==> config.mk <==
export PLATFORM = sky130hd
export DESIGN_NAME = prt_front_flat
export DESIGN_NICKNAME = d
export VERILOG_FILES = /design/src/prt_pkg.sv /design/src/prt_if.sv /design/src/prt_front.sv /design/src/flat_wrapper.sv
export SDC_FILE = /design/constraint.sdc
export NUM_CORES = 2
export LEC_CHECK = 0
export ABC_CLOCK_PERIOD_IN_PS = 9800
export BUFFER_PORTS_ARGS = -buffer_cell sky130_fd_sc_hd__buf_4
export CAP_MARGIN = 40
export CORE_MARGIN = 2
export CORE_UTILIZATION = 55
export CTS_BUF_LIST = sky130_fd_sc_hd__clkbuf_8
export DETAILED_ROUTE_END_ITERATION = 7
export GPL_TIMING_DRIVEN = 0
export HOLD_SLACK_MARGIN = 0.12
export PLACE_DENSITY = 0.74
export RECOVER_POWER = 50
export SKIP_LAST_GASP = 1
export SLEW_MARGIN = 10
export SYNTH_ARGS = -nofsm -noshare
export SYNTH_HDL_FRONTEND = slang
export SYNTH_SLANG_ARGS = --single-unit
==> constraint.sdc <==
create_clock -name clk -period 9.8 [get_ports clk]
set_input_delay 1.96 -clock clk [delete_from_list [all_inputs] [get_ports clk]]
set_output_delay 1.96 -clock clk [all_outputs]
set_load 0.02 [all_outputs]
==> src/prt_pkg.sv <==
package prt_pkg;

    localparam int USEC_W = 52;
    localparam int CFG_ADDR_W = 1;
    localparam int CFG_DATA_W = 40;

    localparam logic [1:0] ACT_PING = 2'd0;
    localparam logic [1:0] ACT_PONG = 2'd1;
    localparam logic [1:0] ACT_END  = 2'd2;

    localparam logic [CFG_ADDR_W-1:0] REG_THRESHOLD   = 1'd0;
    localparam logic [CFG_ADDR_W-1:0] REG_MIN_RESULTS = 1'd1;

    localparam logic [USEC_W-1:0] USEC_PER_SEC = 52'd1000000;

    localparam logic [39:0] THRESHOLD_RST = 40'd120000000;
    localparam logic [7:0]  MIN_RESULTS_RST = 8'd20;

    typedef struct packed {
        logic [1:0]         action;
        logic [5:0]         peer;
        logic [31:0]        seq;
        logic [63:0]        now_ts;
        logic signed [47:0] rtt;
        logic signed [47:0] off;
    } cmd_t;

    typedef struct packed {
        logic               kind;
        logic [31:0]        seq_out;
        logic [63:0]        ts_out;
        logic signed [47:0] rtt_us;
        logic signed [47:0] offset_us;
        logic signed [47:0] mean_offset_us;
        logic               mean_valid;
        logic               shift_alarm;
        logic               late_pong;
        logic [31:0]        sent_count;
        logic [31:0]        lost_count;
    } result_t;

    function automatic logic [USEC_W-1:0] to_usec(input logic [63:0] packed_ts);
        logic [USEC_W-1:0] secs;
        logic [USEC_W-1:0] usecs;
        secs = USEC_W'(packed_ts[63:32]);
        usecs = USEC_W'(packed_ts[31:0]);
        return secs * USEC_PER_SEC + usecs;
    endfunction

    function automatic logic signed [47:0] sat48(input logic signed [53:0] v);
        logic signed [47:0] r;
        if (v > 54'sd140737488355327)
        begin
            r = 48'sh7fffffffffff;
        end
        else if (v < -54'sd140737488355328)
        begin
            r = 48'sh800000000000;
        end
        else
        begin
            r = v[47:0];
        end
        return r;
    endfunction

endpackage

==> src/prt_if.sv <==
interface prt_in_if;
    logic        valid;
    logic        ready;
    logic [1:0]  action;
    logic [5:0]  peer;
    logic [31:0] seq_no;
    logic [63:0] now_ts;
    logic [63:0] ping_ts;
    logic [63:0] pong_ts;

    modport source (output valid, action, peer, seq_no, now_ts, ping_ts, pong_ts,
                    input ready);
    modport sink (input valid, action, peer, seq_no, now_ts, ping_ts, pong_ts,
                  output ready);
endinterface


==> src/prt_front.sv <==
module prt_front #(
    parameter int PEERS = 64
) (
    input  logic          clk,
    input  logic          rst_n,
    prt_in_if.sink        req,
    input  logic          clearing,
    input  logic          q_full,
    output logic          q_push,
    output prt_pkg::cmd_t q_data
);
    localparam logic [1:0] F_IDLE = 2'd0;
    localparam logic [1:0] F_MUL  = 2'd1;
    localparam logic [1:0] F_CMP  = 2'd2;
    localparam logic [1:0] F_PUSH = 2'd3;

    logic [1:0]                  st_reg;
    logic [1:0]                  st_next;
    logic [1:0]                  action_reg;
    logic [5:0]                  peer_reg;
    logic [31:0]                 seq_reg;
    logic [63:0]                 now_ts_reg;
    logic [63:0]                 ping_ts_reg;
    logic [63:0]                 pong_ts_reg;
    logic [prt_pkg::USEC_W-1:0] now_us_reg;
    logic [prt_pkg::USEC_W-1:0] ping_us_reg;
    logic [prt_pkg::USEC_W-1:0] pong_us_reg;
    logic signed [47:0]          rtt_reg;
    logic signed [47:0]          off_reg;
    logic                        accept;
    logic                        peer_ok;
    logic [prt_pkg::USEC_W:0]   sum_us;
    logic signed [53:0]          rtt_full;
    logic signed [53:0]          off_full;

    assign req.ready = (st_reg == F_IDLE) && !clearing;
    assign accept = req.valid && req.ready;
    assign peer_ok = (32'(req.peer) < PEERS);

    assign sum_us = {1'b0, now_us_reg} + {1'b0, ping_us_reg};
    assign rtt_full = $signed({2'b00, now_us_reg}) - $signed({2'b00, ping_us_reg});
    assign off_full = $signed({2'b00, pong_us_reg})
                    - $signed({2'b00, sum_us[prt_pkg::USEC_W:1]});

    always_comb
    begin
        st_next = st_reg;
        case (st_reg)
            F_IDLE:
            begin
                if (accept)
                begin
                    if (req.action == prt_pkg::ACT_END)
                    begin
                        st_next = F_PUSH;
                    end
                    else if ((req.action inside {prt_pkg::ACT_PING, prt_pkg::ACT_PONG})
                             && peer_ok)
                    begin
                        st_next = F_MUL;
                    end
                end
            end
            F_MUL:
            begin
                st_next = F_CMP;
            end
            F_CMP:
            begin
                st_next = F_PUSH;
            end
            F_PUSH:
            begin
                if (!q_full)
                begin
                    st_next = F_IDLE;
                end
            end
            default:
            begin
                st_next = F_IDLE;
            end
        endcase
    end

    always_ff @(posedge clk or negedge rst_n)
    begin
        if (!rst_n)
        begin
            st_reg <= F_IDLE;
        end
        else
        begin
            st_reg <= st_next;
        end
    end

    always_ff @(posedge clk)
    begin
        if (accept)
        begin
            action_reg <= req.action;
            peer_reg <= req.peer;
            seq_reg <= req.seq_no;
            now_ts_reg <= req.now_ts;
            ping_ts_reg <= req.ping_ts;
            pong_ts_reg <= req.pong_ts;
        end
        if (st_reg == F_MUL)
        begin
            now_us_reg <= prt_pkg::to_usec(now_ts_reg);
            ping_us_reg <= prt_pkg::to_usec(ping_ts_reg);
            pong_us_reg <= prt_pkg::to_usec(pong_ts_reg);
        end
        if (st_reg == F_CMP)
        begin
            rtt_reg <= prt_pkg::sat48(rtt_full);
            off_reg <= prt_pkg::sat48(off_full);
        end
    end

    assign q_push = (st_reg == F_PUSH) && !q_full;
    assign q_data = '{action: action_reg, peer: peer_reg, seq: seq_reg,
                      now_ts: now_ts_reg, rtt: rtt_reg, off: off_reg};
endmodule

==> src/flat_wrapper.sv <==
// flat-port wrapper written by rule: the top's interface ports become plain ports
module prt_front_flat 
#(
    parameter int PEERS = 64
)
  (clk, rst_n, clearing, q_full, q_push, q_data, req_valid, req_action, req_peer, req_seq_no, req_now_ts, req_ping_ts, req_pong_ts, req_ready);
  prt_in_if req_i ();
  input  logic clk;
  input  logic rst_n;
  input  logic clearing;
  input  logic q_full;
  output logic q_push;
  output prt_pkg::cmd_t q_data;
  input wire logic [$bits(req_i.valid)-1:0] req_valid;
  input wire logic [$bits(req_i.action)-1:0] req_action;
  input wire logic [$bits(req_i.peer)-1:0] req_peer;
  input wire logic [$bits(req_i.seq_no)-1:0] req_seq_no;
  input wire logic [$bits(req_i.now_ts)-1:0] req_now_ts;
  input wire logic [$bits(req_i.ping_ts)-1:0] req_ping_ts;
  input wire logic [$bits(req_i.pong_ts)-1:0] req_pong_ts;
  output wire logic [$bits(req_i.ready)-1:0] req_ready;
  assign req_i.valid = req_valid;
  assign req_i.action = req_action;
  assign req_i.peer = req_peer;
  assign req_i.seq_no = req_seq_no;
  assign req_i.now_ts = req_now_ts;
  assign req_i.ping_ts = req_ping_ts;
  assign req_i.pong_ts = req_pong_ts;
  assign req_ready = req_i.ready;
  prt_front #(.PEERS(PEERS)) u_core (.clk(clk), .rst_n(rst_n), .req(req_i), .clearing(clearing), .q_full(q_full), .q_push(q_push), .q_data(q_data));
endmodule
==> results by group <==
CTS
  – CTS Hold Buffers Added: 0
  – Post_cts resized: 0
  – Num CTS Buffers: 89
  – H-tree depth: 3
  – CTS tree: done
  – Clock sink count: 486
  – Setup bufs post-CTS: 0
  – Clk buf depth: 3
  – CTS root buf: clkbuf_8
  – Clock slew at reported path FFs: approximately 0.070 ns
  – Skew-Pair Late Insertion Delay: approximately 0.75 ns

Logic synthesis
  – Yosys top cell by area: edfxtp_1
  – Avg Cell Area, Syn: 9.99 sq um
  – Post-synth ARST share: less than 1%
  – Post-synth top cells: inv_1, ha_1, edfxtp_1, fa_1, a21oi_1
  – Synth top area share: approximately 28%
  – Yosys warns: 0
  – Post-Syn Area: a little over 0.05 sq mm
  – Seq/Total Area, Yosys: about 29%
  – Yosys reg bits: between 400 and 500
  – Synth area leaders: edfxtp_1, ha_1, fa_1, inv_1, xnor2_1
  – Synthesized instance count: between 5000 and 6000
  – Mapped Nets: around 6500
  – Number of synthesized flops with an enable pin: a little under 500
  – Most numerous cell in the Yosys netlist: inv_1
  – Synth Flop Type: edfxtp_1
  – Yosys cell types: 96

STA
  – Final period util: a little under nine tenths
  – Fmax: approximately 0.12 GHz
  – Tmin final: ~8.4 ns
  – RSZ-0062 raised after global routing: false
  – Hold Vio Cnt, Final: 0
  – Final setup fails: 0
  – Worst hold margin: about 0.42 ns
  – Clock skew: 0.0364 ns
  – Slew @ Worst Pin: roughly 3.7 ns
  – Worst slew margin: -148%
  – Max-slew violation count: between 300 and 400
  – Final worst slack: about 1.4 ns

GRT
  – Largest net degree at the start of global routing: 66
  – Global-route usage over all layers: between 20% and 30%
  – First-pass GRT wire length: 209 mm
  – Vias in the first global route: 38900
  – GRT overflow: 0
  – Initial antenna violation count: 3

Cells and area
  – Area taken by multi-input logic gates: 0.0330 sq mm
  – Ratio of cells with drive above 1 in the final layout: 10.9%
  – P&R area growth vs syn: 13.0%
  – # fillers: between 7000 and 8000
  – Nets: roughly 7000
  – Register Area: approximately 0.015 sq mm

Worst setup path
  – Worst Setup End Kind: flop
  – R2r setup slk: around 1.4 ns
  – CP max FO: 10
  – Cells on worst reg2reg path: 28
  – Reg-to-reg endpoint: u_core.off_reg[33]$_SDFFCE_PN1P_
  – Worst path max stage delay: 0.87 ns
  – Setup crit end: u_core.off_reg[33]$_SDFFCE_PN1P_
  – Worst setup path category: reg -> reg
  – CP Launch Point: u_core.ping_us_reg[8]$_DFFE_PN_
  – Slowest cell on crit path: a221oi_1
  – Reg2reg start: u_core.ping_us_reg[8]$_DFFE_PN_
  – Critical Path RT: a little over 10 ns
  – Startpoint Class: flop
  – Crit path DAT: 8.88 ns

Detailed routing
  – Detailed Route Iter0 Violations: 2822
  – # DRC: 0
  – DR vias/cell: between 5 and 6
  – Antenna viol nets, final: 0
  – Aggregate routed wire length: approximately 130 mm
  – Via count: approximately 39000
  – Avg WL per Cell: about 19 um
  – Number of detailed-route iterations in the first pass: 6

Floorplanning
  – Starting Density: 55.6%
  – Cell row count: 111
  – Die area: roughly 0.095 sq mm
  – Die Ht: between 300 and 400 um
  – Core area: just over 0.09 sq mm
  – IO Pins: between 400 and 500
  – Die W: just over 300 um

Min path
  – Min-delay worst type: reg -> reg

Place
  – Post-DP HPWL: between 100 and 150 mm
  – GPL Wtd Cong: 0.990
  – Port bufs: about 440
  – Pre-CTS WS: between 1.5 and 2 ns

Status
  – Status: complete, but fails checks
  – Failing checks: capacitance limit, slew limit

Run
  – Max Cap Violations: 6
through the flow:
stage,utilization (%),instances,TNS [ns],area [sq um]
detailed placement,61.1,6799,0,56100
global placement,60.9,6790,-193.73,55900
global route,62.8,6963,0,57700
CTS,63.1,6961,0,57900
floorplan,-,5109,0,51100
finish,62.8,6966,0,57700
per-layer routing:
metal	wire, um	part of all wire (%)	up-vias	track usage [%]
met5	0	0	-	0
met4	4070	3.1	0	8.30
met3	7390	5.6	184	3.97
met2	64800	49	1063	47.9
met1	56700	43	19200	36.8
li1	-	-	18900	-
worst max-delay path: cells and delay by family, from the launching register on:
family | cells | cell delay [ns]
flip-flops | 1 | 0.63
XOR/XNOR | 1 | 0.28
adder cells (fa/ha/maj) | 2 | 0.67
AO/OA/AOI/OAI | 15 | 4.19
AND/OR/NAND/NOR | 6 | 1.47
buffers and inverters | 4 | 0.86
cell families after synthesis:
group	count (synthesis)	share of synthesized area (%)
compound gates	1218	15.2
xor+xnor	376	6.48
fa+ha+maj	1111	33.3
buf+inv	926	6.88
flops	486	28.6
mux	7	0.142
simple gates	985	9.45
how the worst min path moves through the flow:
stage,from,end,cells after the start
2_1_floorplan,u_core.ping_ts_reg[0]$_DFFE_PP_,u_core.ping_us_reg[0]$_DFFE_PN_,0
3_3_place_gp,u_core.pong_ts_reg[0]$_DFFE_PP_,u_core.pong_us_reg[0]$_DFFE_PN_,0
3_5_place_dp,u_core.pong_ts_reg[1]$_DFFE_PP_,u_core.pong_us_reg[1]$_DFFE_PN_,0
4_1_cts,u_core.ping_ts_reg[1]$_DFFE_PP_,u_core.ping_us_reg[1]$_DFFE_PN_,0
5_1_grt,u_core.ping_ts_reg[2]$_DFFE_PP_,u_core.ping_us_reg[2]$_DFFE_PN_,0
6_report,u_core.ping_ts_reg[1]$_DFFE_PP_,u_core.ping_us_reg[1]$_DFFE_PN_,0
cells in the final DEF (no fill, tap or decap), drive strengths merged, types with 101 or more instances in the layout:
| master | netlist | routed |
|---|---|---|
| nor2 | 255 | 255 |
| a21o | 149 | 149 |
| xor2 | 101 | 101 |
| ha | 700 | 700 |
| clkbuf | 95 | 429 |
| a21oi | 406 | 406 |
| fa | 411 | 411 |
| edfxtp | 484 | 484 |
| nor3 | 102 | 102 |
| xnor2 | 275 | 275 |
| inv | 797 | 821 |
| buf | 32 | 240 |
| nand2 | 246 | 246 |
| o21ai | 242 | 242 |
cell type report:
cell class | count | share of cell area (%)
diodes | 5 | 0.0217
flip-flops and latches | 486 | 25.3
plain buffers | 127 | 0.891
repair buffers | 447 | 5.70
clock inverters | 67 | 0.805
clock buffers | 95 | 2.27
well taps | 1243 | 2.70
inverters | 799 | 5.20
multi-input cells | 3697 | 57.1
Power is left out: the tool's default activity adds up to more than one toggle a clock period on the data nets, which glitch-free logic cannot reach.
