[src/prt_pkg.sv]
package prt_pkg;

    localparam int USEC_W = 52;
    localparam int CFG_ADDR_W = 1;
    localparam int CFG_DATA_W = 40;

    localparam logic [1:0] ACT_PING = 2'd0;
    localparam logic [1:0] ACT_PONG = 2'd1;
    localparam logic [1:0] ACT_END  = 2'd2;

    localparam logic [CFG_ADDR_W-1:0] REG_THRESHOLD   = 1'd0;
    localparam logic [CFG_ADDR_W-1:0] REG_MIN_RESULTS = 1'd1;

    localparam logic [USEC_W-1:0] USEC_PER_SEC = 52'd1000000;

    localparam logic [39:0] THRESHOLD_RST = 40'd120000000;
    localparam logic [7:0]  MIN_RESULTS_RST = 8'd20;

    typedef struct packed {
        logic [1:0]         action;
        logic [5:0]         peer;
        logic [31:0]        seq;
        logic [63:0]        now_ts;
        logic signed [47:0] rtt;
        logic signed [47:0] off;
    } cmd_t;

    typedef struct packed {
        logic               kind;
        logic [31:0]        seq_out;
        logic [63:0]        ts_out;
        logic signed [47:0] rtt_us;
        logic signed [47:0] offset_us;
        logic signed [47:0] mean_offset_us;
        logic               mean_valid;
        logic               shift_alarm;
        logic               late_pong;
        logic [31:0]        sent_count;
        logic [31:0]        lost_count;
    } result_t;

    function automatic logic [USEC_W-1:0] to_usec(input logic [63:0] packed_ts);
        logic [USEC_W-1:0] secs;
        logic [USEC_W-1:0] usecs;
        secs = USEC_W'(packed_ts[63:32]);
        usecs = USEC_W'(packed_ts[31:0]);
        return secs * USEC_PER_SEC + usecs;
    endfunction

    function automatic logic signed [47:0] sat48(input logic signed [53:0] v);
        logic signed [47:0] r;
        if (v > 54'sd140737488355327)
        begin
            r = 48'sh7fffffffffff;
        end
        else if (v < -54'sd140737488355328)
        begin
            r = 48'sh800000000000;
        end
        else
        begin
            r = v[47:0];
        end
        return r;
    endfunction

endpackage

[src/prt_fifo.sv]
module prt_fifo (
    input  logic          clk,
    input  logic          rst_n,
    input  logic          push,
    input  prt_pkg::cmd_t push_data,
    input  logic          pop,
    output prt_pkg::cmd_t pop_data,
    output logic          full,
    output logic          empty
);
    localparam int DEPTH = 2;

    prt_pkg::cmd_t entry_reg [DEPTH];
    logic          wr_ptr_reg;
    logic          wr_ptr_next;
    logic          rd_ptr_reg;
    logic          rd_ptr_next;
    logic [1:0]    fill_reg;
    logic [1:0]    fill_next;

    always_comb
    begin
        wr_ptr_next = wr_ptr_reg;
        rd_ptr_next = rd_ptr_reg;
        fill_next = fill_reg;
        if (push)
        begin
            wr_ptr_next = ~wr_ptr_reg;
        end
        if (pop)
        begin
            rd_ptr_next = ~rd_ptr_reg;
        end
        if (push && !pop)
        begin
            fill_next = fill_reg + 2'd1;
        end
        else if (pop && !push)
        begin
            fill_next = fill_reg - 2'd1;
        end
    end

    always_ff @(posedge clk or negedge rst_n)
    begin
        if (!rst_n)
        begin
            wr_ptr_reg <= 1'b0;
            rd_ptr_reg <= 1'b0;
            fill_reg <= 2'd0;
        end
        else
        begin
            wr_ptr_reg <= wr_ptr_next;
            rd_ptr_reg <= rd_ptr_next;
            fill_reg <= fill_next;
        end
    end

    always_ff @(posedge clk)
    begin
        if (push)
        begin
            entry_reg[wr_ptr_reg] <= push_data;
        end
    end

    assign pop_data = entry_reg[rd_ptr_reg];
    assign full = (fill_reg == 2'(DEPTH));
    assign empty = (fill_reg == 2'd0);
endmodule

[config.mk]
export PLATFORM = sky130hd
export DESIGN_NAME = prt_fifo
export DESIGN_NICKNAME = d
export VERILOG_FILES = /design/src/prt_pkg.sv /design/src/prt_fifo.sv
export SDC_FILE = /design/constraint.sdc
export NUM_CORES = 1
export LEC_CHECK = 0
export BUFFER_PORTS_ARGS = -buffer_cell sky130_fd_sc_hd__buf_2
export CAP_MARGIN = 0
export CORE_MARGIN = 4
export CORE_UTILIZATION = 45
export CTS_CLUSTER_SIZE = 14
export DETAILED_ROUTE_END_ITERATION = 10
export PLACE_DENSITY = 0.7
export SYNTH_ARGS = -nofsm -noshare
export SYNTH_HDL_FRONTEND = slang
export SYNTH_SLANG_ARGS = --single-unit
[constraint.sdc]
create_clock -name clk -period 19.1 [get_ports clk]
set_input_delay 2.865 -clock clk [delete_from_list [all_inputs] [get_ports clk]]
set_output_delay 2.865 -clock clk [all_outputs]
set_load 0.05 [all_outputs]
==> run_results.csv, run 1 <==
group,metric,value,unit
run_status,status,"completed",
die,die_x,188.7,um
yosys,synth-simple-area-share,0.1788,%
yosys,synth-seq-cells,404,
clock_tree,h-tree-depth,2,
clock_tree,cts_sinks,404,
clock_tree,insertion_delay,0.52,ns
timing,timing.final.crit_share,32.43,%
die,die_h,188.7,um
worst_setup_path,crit_family,"buffers and inverters",
worst_setup_path,required,16.23,ns
final_layout,instances_no_fill,1543,
clock_tree,cts_resized,0,
final_layout,nets,1277,
detailed_routing,via_per_inst,4.844,
yosys,synthCells,638,
final_layout,n_fill_cell,2511,
yosys,synth-xor-area-share,0.2981,%
final_layout,largest_reg_flops,400,
worst_setup_path,critPathArrivalTime,3.33,ns
timing,hold_violations,0,
power,pwr-share-comb,39.3,%
yosys,seq_area_frac_synth,82.44,%
timing,finalWorstSetupSlack,12.91,ns
power,power.leakage,6.872,nW
timing,tightest_slew,1.082,ns
timing,setup-tns-final,0,ns
yosys,syn-num-nets,843,
die,start_util,46.08,%
global_route,grt_pass1_wl,45.82,mm
worst_setup_path,cp_slowest_cell,"dfrtp_4",
worst_setup_path,cp-startpoint,"rd_ptr_reg$_DFFE_PN0P_",
place,dp_hpwl,20.23,mm
detailed_routing,wl_per_cell,19.53,um
timing,finalCriticalPeriod,6.194,ns
place,dp.cells,1463,
timing,setup_viol,0,
power,peakVddDrop,0.0001358,V
worst_setup_path,worstSetupEndpointType,"primary output",
worst_setup_path,crit_buf_inv,2,
yosys,synth_mux_area_share,15.33,%
timing,fmax,161.4,MHz
worst_hold_path,worst_hold_startpoint,"wr_ptr_reg$_DFFE_PN0P_",
worst_setup_path,crit_chain,"buf_4, mux2_2, buf_2",
flow_run,cap_viol_max_count,0,
clock_tree,cts_setup_buffers,0,
clock_tree,numCtsBuffers,42,
power,power.total,3.268,mW
final_layout,fin_util,57.55,%
final_layout,post-route-cell-area,18350,um2
die,io_pins,406,
clock_tree,cts_tree,"yes",
clock_tree,postCtsHoldBufs,0,
yosys,synth_warnings,0,
worst_setup_path,criticalPathCategory,"flip-flop to primary output",
clock_tree,clock_tree.root_cell,"clkbuf_16",
global_route,grt_start_max_net_pins,79,
worst_setup_path,critPathMaxStageDelay,1.07,ns
final_layout,area.growth.synth_to_final,24.89,%
yosys,syn_avg_cell_area,23.03,um2
yosys,synth_top_family_by_area,"multiplexers",
final_layout,register_area,12120,um2
final_layout,drive_gt1_share,60.74,%
yosys,synth_compound_area_share,0,%
global_route,grt-ovfl-total,0,
power,pwr_density_cell,178.1,nW/um2
power,power_switching,1.326,mW
yosys,synthAdderAreaFrac,0.08516,%
detailed_routing,dr_total_vias,7474,
global_route,antenna_found_initial,14,
place,portBuffers,405,
timing,slew_headroom,27.90,%
place,dp_slack,13.48,ns
detailed_routing,final_antenna_net_count,0,
worst_setup_path,critPathMaxFanout,78,
power,power_frac_seq,38.1,%
power,p_int,1.942,mW
detailed_routing,drt_wl_total,30.14,mm
timing,rsz0062_at_grt,"no",
final_layout,multi_input_area,2345,um2
clock_tree,cts.clk_slew.worst_paths,0.06,ns
die,dieArea,35600,um2
global_route,grt_pass1_vias,8064,
power,pwr-share-clk,22.6,%
die,core,31880,um2
detailed_routing,drt_iter0_markers,345,
clock_tree,clockBufferDepth,3,
detailed_routing,firstDrtPassIters,6,
worst_hold_path,hp-class,"flip-flop to flip-flop",
detailed_routing,drc,0,
power,swShare,40.58,%
timing,hold_ws,0.5436,ns
worst_setup_path,r2r-start,"wr_ptr_reg$_DFFE_PN0P_",
yosys,ys_types,12,
die,fp-row-count,65,
timing,slew_viol_final,0,
timing,fin_skew,0.009347,ns
worst_setup_path,start_kind,"flip-flop",
place,placed_cell_area,17090,um2
place,routabilityCongestion,0.7317,
yosys,netlist_area,14690,um2
global_route,grt_usage,16.43,%
==> cells by family after synthesis <==
logic type | after synthesis
xor gates and xnor gates | 5
and+or+nand+nor | 5
DFF | 404
adders and majority gates | 1
buffers and inverters | 23
muxes | 200
==> Yosys cell counts <==
master / n / area share, %
and2_1: 1 / 0.043
nor2_1: 2 / 0.051
ha_1: 1 / 0.085
dfrtp_1: 4 / 0.68
xor2_1: 4 / 0.24
edfxtp_1: 400 / 82
buf_6: 21 / 1.6
nor2b_1: 2 / 0.085
mux2_2: 200 / 15
buf_2: 1 / 0.034
xnor2_1: 1 / 0.060
inv_1: 1 / 0.026
==> path summary, 6_finish.rpt <==
| path | end | slack [ns] | cells after the start |
|---|---|---|---|
| max | pop_data[24] | 12.91 | 3 |
| min | wr_ptr_reg$_DFFE_PN0P_ | 0.54 | 1 |
| max reg2reg | entry_reg[0][139]$_DFFE_PP_ | 16.24 | 3 |
| min reg2reg | wr_ptr_reg$_DFFE_PN0P_ | 0.54 | 1 |
| max in group asynchronous | rd_ptr_reg$_DFFE_PN0P_ | 16.82 | 1 |
| min in group asynchronous | rd_ptr_reg$_DFFE_PN0P_ | 2.14 | 1 |
==> placed cells by master, fill, tap and decap left out, drive strengths merged <==
cell | netlist | routed
diode | 0 | 5
clkbuf | 0 | 56
mux2 | 200 | 200
edfxtp | 400 | 400
ha | 1 | 1
inv | 1 | 2
clkinvlp | 0 | 2
clkinv | 0 | 15
bufinv | 0 | 1
and2 | 1 | 1
xnor2 | 1 | 1
dfrtp | 4 | 4
nor2 | 2 | 2
xor2 | 4 | 4
buf | 22 | 412
nor2b | 2 | 2
==> power groups by stage <==
| stage | combinational, mW | clock (mW) | sequential (mW) |
|---|---|---|---|
| after floorplan | 1.07 | 0 | 1.27 |
| after global routing | 1.34 | 0.800 | 1.26 |
| after CTS | 1.30 | 0.758 | 1.25 |
| after global placement | 1.29 | 0 | 1.26 |
| final | 1.28 | 0.739 | 1.24 |
| after detailed placement | 1.29 | 0 | 1.27 |
==> routing by layer <==
metal,up-vias,part of all wire (%),global-route usage (%)
met5,-,0.39,0
met4,18,3.1,6.558
met3,73,9.9,7.132
met2,326,49,27.17
met1,3629,38,18.97
li1,3428,-,-
==> worst reg2reg max path, stage by stage (launching register included) <==
cell and delay (ns):
dfrtp_1 0.42, nor2b_4 0.52, buf_4 0.60, buf_4 0.86
==> layout make-up <==
type	instances	area share, %
antenna	5	0.06819
sequential	404	66.03
tap	435	2.966
inverter	1	0.02046
clock inverter	19	0.6751
multi-input combinational	211	12.78
timing repair buffer	412	11.33
clock buffer	56	6.130
Note: power is estimated with default switching activity, not from simulation.
==> inputs of run 2 (changes only) <==
==> constraint.sdc (replaced) <==
create_clock -name clk -period 6 [get_ports clk]
set_input_delay 0.9 -clock clk [delete_from_list [all_inputs] [get_ports clk]]
set_output_delay 0.9 -clock clk [all_outputs]
set_load 0.05 [all_outputs]
==> run_results.csv, run 2 (same netlist as run 1, synthesis figures left out) <==
group,metric,value,unit
final_layout,drive_gt1_share,60.56,%
detailed_routing,drt_iter0_markers,345,
timing,finalWorstSetupSlack,2.523,ns
final_layout,layout_commonest_cell,"buf_2",
clock_tree,postCtsHoldBufs,0,
place,portBuffers,405,
clock_tree,h-tree-depth,2,
power,pwr_density_cell,568.4,nW/um2
final_layout,area.growth.synth_to_final,25.36,%
worst_setup_path,reg2reg_slack,3.71,ns
power,swShare,40.23,%
die,start_util,46.08,%
detailed_routing,dr_total_vias,7473,
power,pwr-share-comb,39.6,%
timing,slew_viol_final,0,
worst_setup_path,criticalPathCategory,"flip-flop to primary output",
global_route,grt_pass1_wl,45.60,mm
die,die_x,188.7,um
timing,fmax,287.6,MHz
clock_tree,numCtsBuffers,42,
die,dieArea,35600,um2
detailed_routing,wl_per_cell,19.92,um
die,core,31880,um2
flow_run,cap_viol_max_count,0,
global_route,grt_usage,16.52,%
detailed_routing,firstDrtPassIters,4,
global_route,grt_pass1_vias,7967,
timing,hold_violations,0,
power,pwr-share-clk,23.0,%
place,dp_hpwl,20.52,mm
worst_setup_path,required,5.10,ns
timing,setup_viol,0,
timing,timing.final.crit_share,57.95,%
power,power_switching,4.212,mW
detailed_routing,via_per_inst,4.846,
power,peakVddDrop,0.0005019,V
clock_tree,clockBufferDepth,3,
clock_tree,insertion_delay,0.52,ns
final_layout,final_cell_mix,"buf_2 (405), edfxtp_1 (400), mux2_2 (200)",
worst_setup_path,critPathMaxFanout,46,
global_route,grt-ovfl-total,0,
timing,rsz0062_at_grt,"no",
detailed_routing,drc,0,
timing,tightest_slew,0.8402,ns
place,placed_cell_area,17130,um2
power,power_frac_seq,37.4,%
timing,setup-tns-final,0,ns
run_status,status,"completed",
die,fp-row-count,65,
clock_tree,cts_tree,"yes",
power,p_int,6.257,mW
final_layout,fin_util,57.77,%
timing,slew_headroom,43.98,%
die,die_h,188.7,um
power,power.leakage,6.899,nW
worst_setup_path,worstSetupEndpointType,"primary output",
timing,finalCriticalPeriod,3.477,ns
clock_tree,cts_setup_buffers,0,
worst_setup_path,start_kind,"flip-flop",
worst_setup_path,critPathArrivalTime,2.58,ns
clock_tree,cts_sinks,404,
final_layout,nets,1277,
worst_hold_path,hp-class,"input pin to asynchronous set/reset pin",
die,io_pins,406,
place,dp_slack,3.038,ns
final_layout,largest_reg_flops,400,
place,routabilityCongestion,0.7659,
clock_tree,clock_tree.root_cell,"clkbuf_16",
clock_tree,cts_resized,0,
timing,fin_skew,0.008121,ns
detailed_routing,final_antenna_net_count,0,
final_layout,post-route-cell-area,18420,um2
detailed_routing,drt_wl_total,30.72,mm
clock_tree,cts.clk_slew.worst_paths,0.06,ns
global_route,antenna_found_initial,6,
timing,hold_ws,0.1826,ns
global_route,grt_start_max_net_pins,116,
==> run 2: area by class of cell <==
cell class / instances / area, um2
fill: 2470 / 13460
sequential: 404 / 12120
multi-input combinational: 211 / 2345
timing repair buffer: 412 / 2117
clock buffer: 59 / 1156
tap: 435 / 544.3
clock inverter: 16 / 126.4
antenna: 4 / 10.01
inverter: 1 / 3.754
==> run 2: final timing paths <==
| kind | start | cells after the start | endpoint |
|---|---|---|---|
| worst max-delay path | rd_ptr_reg$_DFFE_PN0P_ | 3 | pop_data[30] |
| worst min-delay path | rst_n | 1 | rd_ptr_reg$_DFFE_PN0P_ |
| worst max register to register | wr_ptr_reg$_DFFE_PN0P_ | 2 | entry_reg[0][187]$_DFFE_PP_ |
| worst min register to register | fill_reg[1]$_DFFE_PN0P_ | 1 | fill_reg[1]$_DFFE_PN0P_ |
| max in group asynchronous | rst_n | 1 | rd_ptr_reg$_DFFE_PN0P_ |
| min in group clk | fill_reg[1]$_DFFE_PN0P_ | 1 | fill_reg[1]$_DFFE_PN0P_ |
==> run 2: critical path, stage by stage (launching register included) <==
cell and delay [ns]:
dfrtp_4 0.76, buf_4 0.61, mux2_2 0.42, buf_2 0.22
==> run 2: layer usage <==
metal / global-route usage, % / vias to the layer above / routed length [um]
met5: 0 / - / 32
met4: 5.998 / 6 / 991
met3: 5.965 / 67 / 2921
met2: 28.26 / 333 / 15260
met1: 19.29 / 3634 / 11510
li1: - / 3433 / -
==> run 2: per-stage QoR <==
step / instances / power, mW
6_report: 1542 / 10.47
2_1_floorplan: 638 / 7.374
3_5_place_dp: 1463 / 8.158
5_1_grt: 1541 / 10.89
4_1_cts: 1538 / 10.60
3_3_place_gp: 1463 / 8.122
==> run 2: power by group through the flow <==
| stage | sequential [mW] | clock, mW | combinational (mW) |
|---|---|---|---|
| after floorplan | 3.97 | 0 | 3.41 |
| after global placement | 3.95 | 0 | 4.17 |
| after detailed placement | 3.98 | 0 | 4.18 |
| after CTS | 3.92 | 2.48 | 4.20 |
| after global routing | 3.96 | 2.60 | 4.33 |
| final | 3.91 | 2.41 | 4.15 |
==> inputs of run 3 (changes only) <==
--- a/config.mk
+++ b/config.mk
@@ -5,13 +5,14 @@
 export SDC_FILE = /design/constraint.sdc
 export NUM_CORES = 1
 export LEC_CHECK = 0
+export ABC_AREA = 1
 export BUFFER_PORTS_ARGS = -buffer_cell sky130_fd_sc_hd__buf_2
 export CAP_MARGIN = 0
 export CORE_MARGIN = 4
 export CORE_UTILIZATION = 45
 export CTS_CLUSTER_SIZE = 14
 export DETAILED_ROUTE_END_ITERATION = 10
-export PLACE_DENSITY = 0.7
+export PLACE_DENSITY = 0.73
 export SYNTH_ARGS = -nofsm -noshare
 export SYNTH_HDL_FRONTEND = slang
 export SYNTH_SLANG_ARGS = --single-unit
==> constraint.sdc (replaced) <==
create_clock -name clk -period 3.1 [get_ports clk]
set_input_delay 0.465 -clock clk [delete_from_list [all_inputs] [get_ports clk]]
set_output_delay 0.465 -clock clk [all_outputs]
set_load 0.05 [all_outputs]
==> run_results.csv, run 3 <==
group,metric,value,unit
global_route,grt_pass1_vias,8147,
detailed_routing,firstDrtPassIters,4,
timing,setup_viol,0,
yosys,synthAdderAreaFrac,0.08505,%
clock_tree,cts_sinks,404,
yosys,synth-simple-area-share,0.2807,%
power,pwr_density_cell,1107,nW/um2
die,io_pins,406,
timing,timing.final.crit_share,87.13,%
yosys,ys.flop_type,"edfxtp_1",
worst_setup_path,required,2.63,ns
die,core,31880,um2
detailed_routing,via_per_inst,4.927,
global_route,grt_usage,16.52,%
place,routabilityCongestion,0.7431,
yosys,synth_top_family_by_area,"multiplexers",
yosys,synth_compound_area_share,0,%
clock_tree,clockBufferDepth,3,
worst_setup_path,cp_slowest_cell,"dfrtp_4",
die,die_h,188.8,um
timing,fmax,370.2,MHz
power,peakVddDrop,0.0008701,V
detailed_routing,dr_total_vias,7691,
yosys,netlist_area,14710,um2
yosys,synth_mux_area_share,15.31,%
final_layout,layout_commonest_cell,"buf_2",
worst_setup_path,crit_chain,"buf_12, mux2_2, buf_2",
global_route,grt-ovfl-total,0,
place,dp_slack,0.9155,ns
timing,finalCriticalPeriod,2.701,ns
timing,hold_ws,0.1354,ns
worst_setup_path,start_kind,"flip-flop",
worst_setup_path,critPathArrivalTime,2.24,ns
yosys,synth-edff-count,400,
yosys,synth_top_area_share,81.65,%
final_layout,n_fill_cell,2437,
yosys,synthTopCellsByArea,"edfxtp_1 (82%), mux2_2 (15%), buf_6 (1.6%)",
power,power.leakage,7.036,nW
final_layout,drive_gt1_share,60.64,%
final_layout,instances_no_fill,1561,
worst_setup_path,critPathMaxFanout,56,
die,dieArea,35650,um2
timing,rsz0062_at_grt,"no",
timing,fin_skew,0.01064,ns
yosys,synthArstFlopShare,0.9901,%
yosys,syn-num-nets,852,
detailed_routing,drt_iter0_markers,324,
worst_setup_path,crit_buf_inv,2,
final_layout,area.growth.synth_to_final,27.04,%
final_layout,largest_reg_flops,400,
die,die_x,188.8,um
global_route,antenna_found_initial,11,
clock_tree,insertion_delay,0.51,ns
die,start_util,46.15,%
final_layout,register_area,12120,um2
timing,tightest_slew,0.7057,ns
yosys,synth_commonest_cells,"edfxtp_1 (400), mux2_2 (200), buf_6 (21), inv_1 (7), nand2_1 (5)",
yosys,yosys.area.top_type,"edfxtp_1",
worst_setup_path,worstSetupEndpointType,"primary output",
worst_setup_path,critPathMaxStageDelay,0.71,ns
yosys,synthCells,647,
yosys,synth_warnings,0,
final_layout,nets,1294,
clock_tree,numCtsBuffers,42,
clock_tree,cts_tree,"yes",
detailed_routing,wl_per_cell,19.70,um
worst_setup_path,criticalPathCategory,"flip-flop to primary output",
timing,slew_headroom,52.95,%
die,fp-row-count,65,
clock_tree,h-tree-depth,2,
power,power.total,20.69,mW
timing,hold_violations,0,
detailed_routing,drc,0,
yosys,synth-seq-cells,404,
yosys,seq_area_frac_synth,82.33,%
worst_setup_path,crit_family,"flip-flops",
flow_run,cap_viol_max_count,0,
final_layout,final_cell_mix,"buf_2 (405), edfxtp_1 (400), mux2_2 (200)",
final_layout,multi_input_area,2356,um2
place,dp.cells,1479,
place,portBuffers,405,
clock_tree,cts_resized,0,
global_route,grt_pass1_wl,45.68,mm
yosys,yosysMostFrequentCell,"edfxtp_1",
yosys,ys_types,13,
clock_tree,cts.clk_slew.worst_paths,0.06,ns
place,dp_hpwl,21.04,mm
run_status,status,"completed",
yosys,synth-xor-area-share,0.1786,%
timing,slew_viol_final,0,
detailed_routing,final_antenna_net_count,0,
worst_hold_path,hp-class,"input pin to flip-flop",
timing,setup-tns-final,0,ns
clock_tree,clock_tree.root_cell,"clkbuf_16",
timing,finalWorstSetupSlack,0.3989,ns
yosys,syn_avg_cell_area,22.74,um2
detailed_routing,drt_wl_total,30.75,mm
global_route,grt_start_max_net_pins,116,
[run 3: through the flow]
step           area [um2]  utilization, %
2_1_floorplan       14750               -
3_3_place_gp        17280           54.20
3_5_place_dp        17280           54.20
4_1_cts             18680           58.60
5_1_grt             18690           58.61
6_report            18690           58.62
[run 3: path summary, 6_finish.rpt]
check / startpoint / to / slack, ns / cells past startpoint
worst max-delay path: rd_ptr_reg$_DFFE_PN0P_ / pop_data[62] / 0.40 / 3
max in group asynchronous: rst_n / rd_ptr_reg$_DFFE_PN0P_ / 2.62 / 2
min in group asynchronous: rst_n / rd_ptr_reg$_DFFE_PN0P_ / 0.35 / 2
worst min register to register: fill_reg[1]$_DFFE_PN0P_ / fill_reg[1]$_DFFE_PN0P_ / 0.52 / 2
worst max register to register: wr_ptr_reg$_DFFE_PN0P_ / entry_reg[0][46]$_DFFE_PP_ / 1.40 / 2
worst min-delay path: push_data[149] / entry_reg[1][149]$_DFFE_PP_ / 0.14 / 1
[run 3: power by group]
part / switching [mW] / internal [mW]
Sequential: 0.323 / 7.25
Combinational: 5.97 / 2.20
Clock: 1.91 / 3.05
Total: 8.20 / 12.5
[run 3: what timing repair did]
action,4_1_cts,5_1_grt
endpoints found under the hold margin,4,0
hold buffers,1,0
setup buffers,0,0
[run 3: cell type report]
cell class / count / area share [%]
clock buffer: 53 / 6.186
multi-input combinational: 214 / 12.61
timing repair buffer: 420 / 11.93
sequential: 404 / 64.83
inverter: 7 / 0.2276
clock inverter: 25 / 1.265
antenna: 3 / 0.04017
tap: 435 / 2.912
[run 3: cell families after synthesis]
| family | Yosys count |
|---|---|
| xor gates and xnor gates | 3 |
| adders and majority gates | 1 |
| buffers and inverters | 29 |
| DFF | 404 |
| muxes | 200 |
| and+or+nand+nor | 10 |
[run 3: layer usage]
metal / global-route usage (%) / wire length (um) / vias up
li1: - / - / 3472
met1: 19.15 / 11140 / 3774
met2: 27.58 / 15040 / 351
met3: 6.966 / 3410 / 78
met4: 6.194 / 1032 / 16
met5: 0 / 126 / -
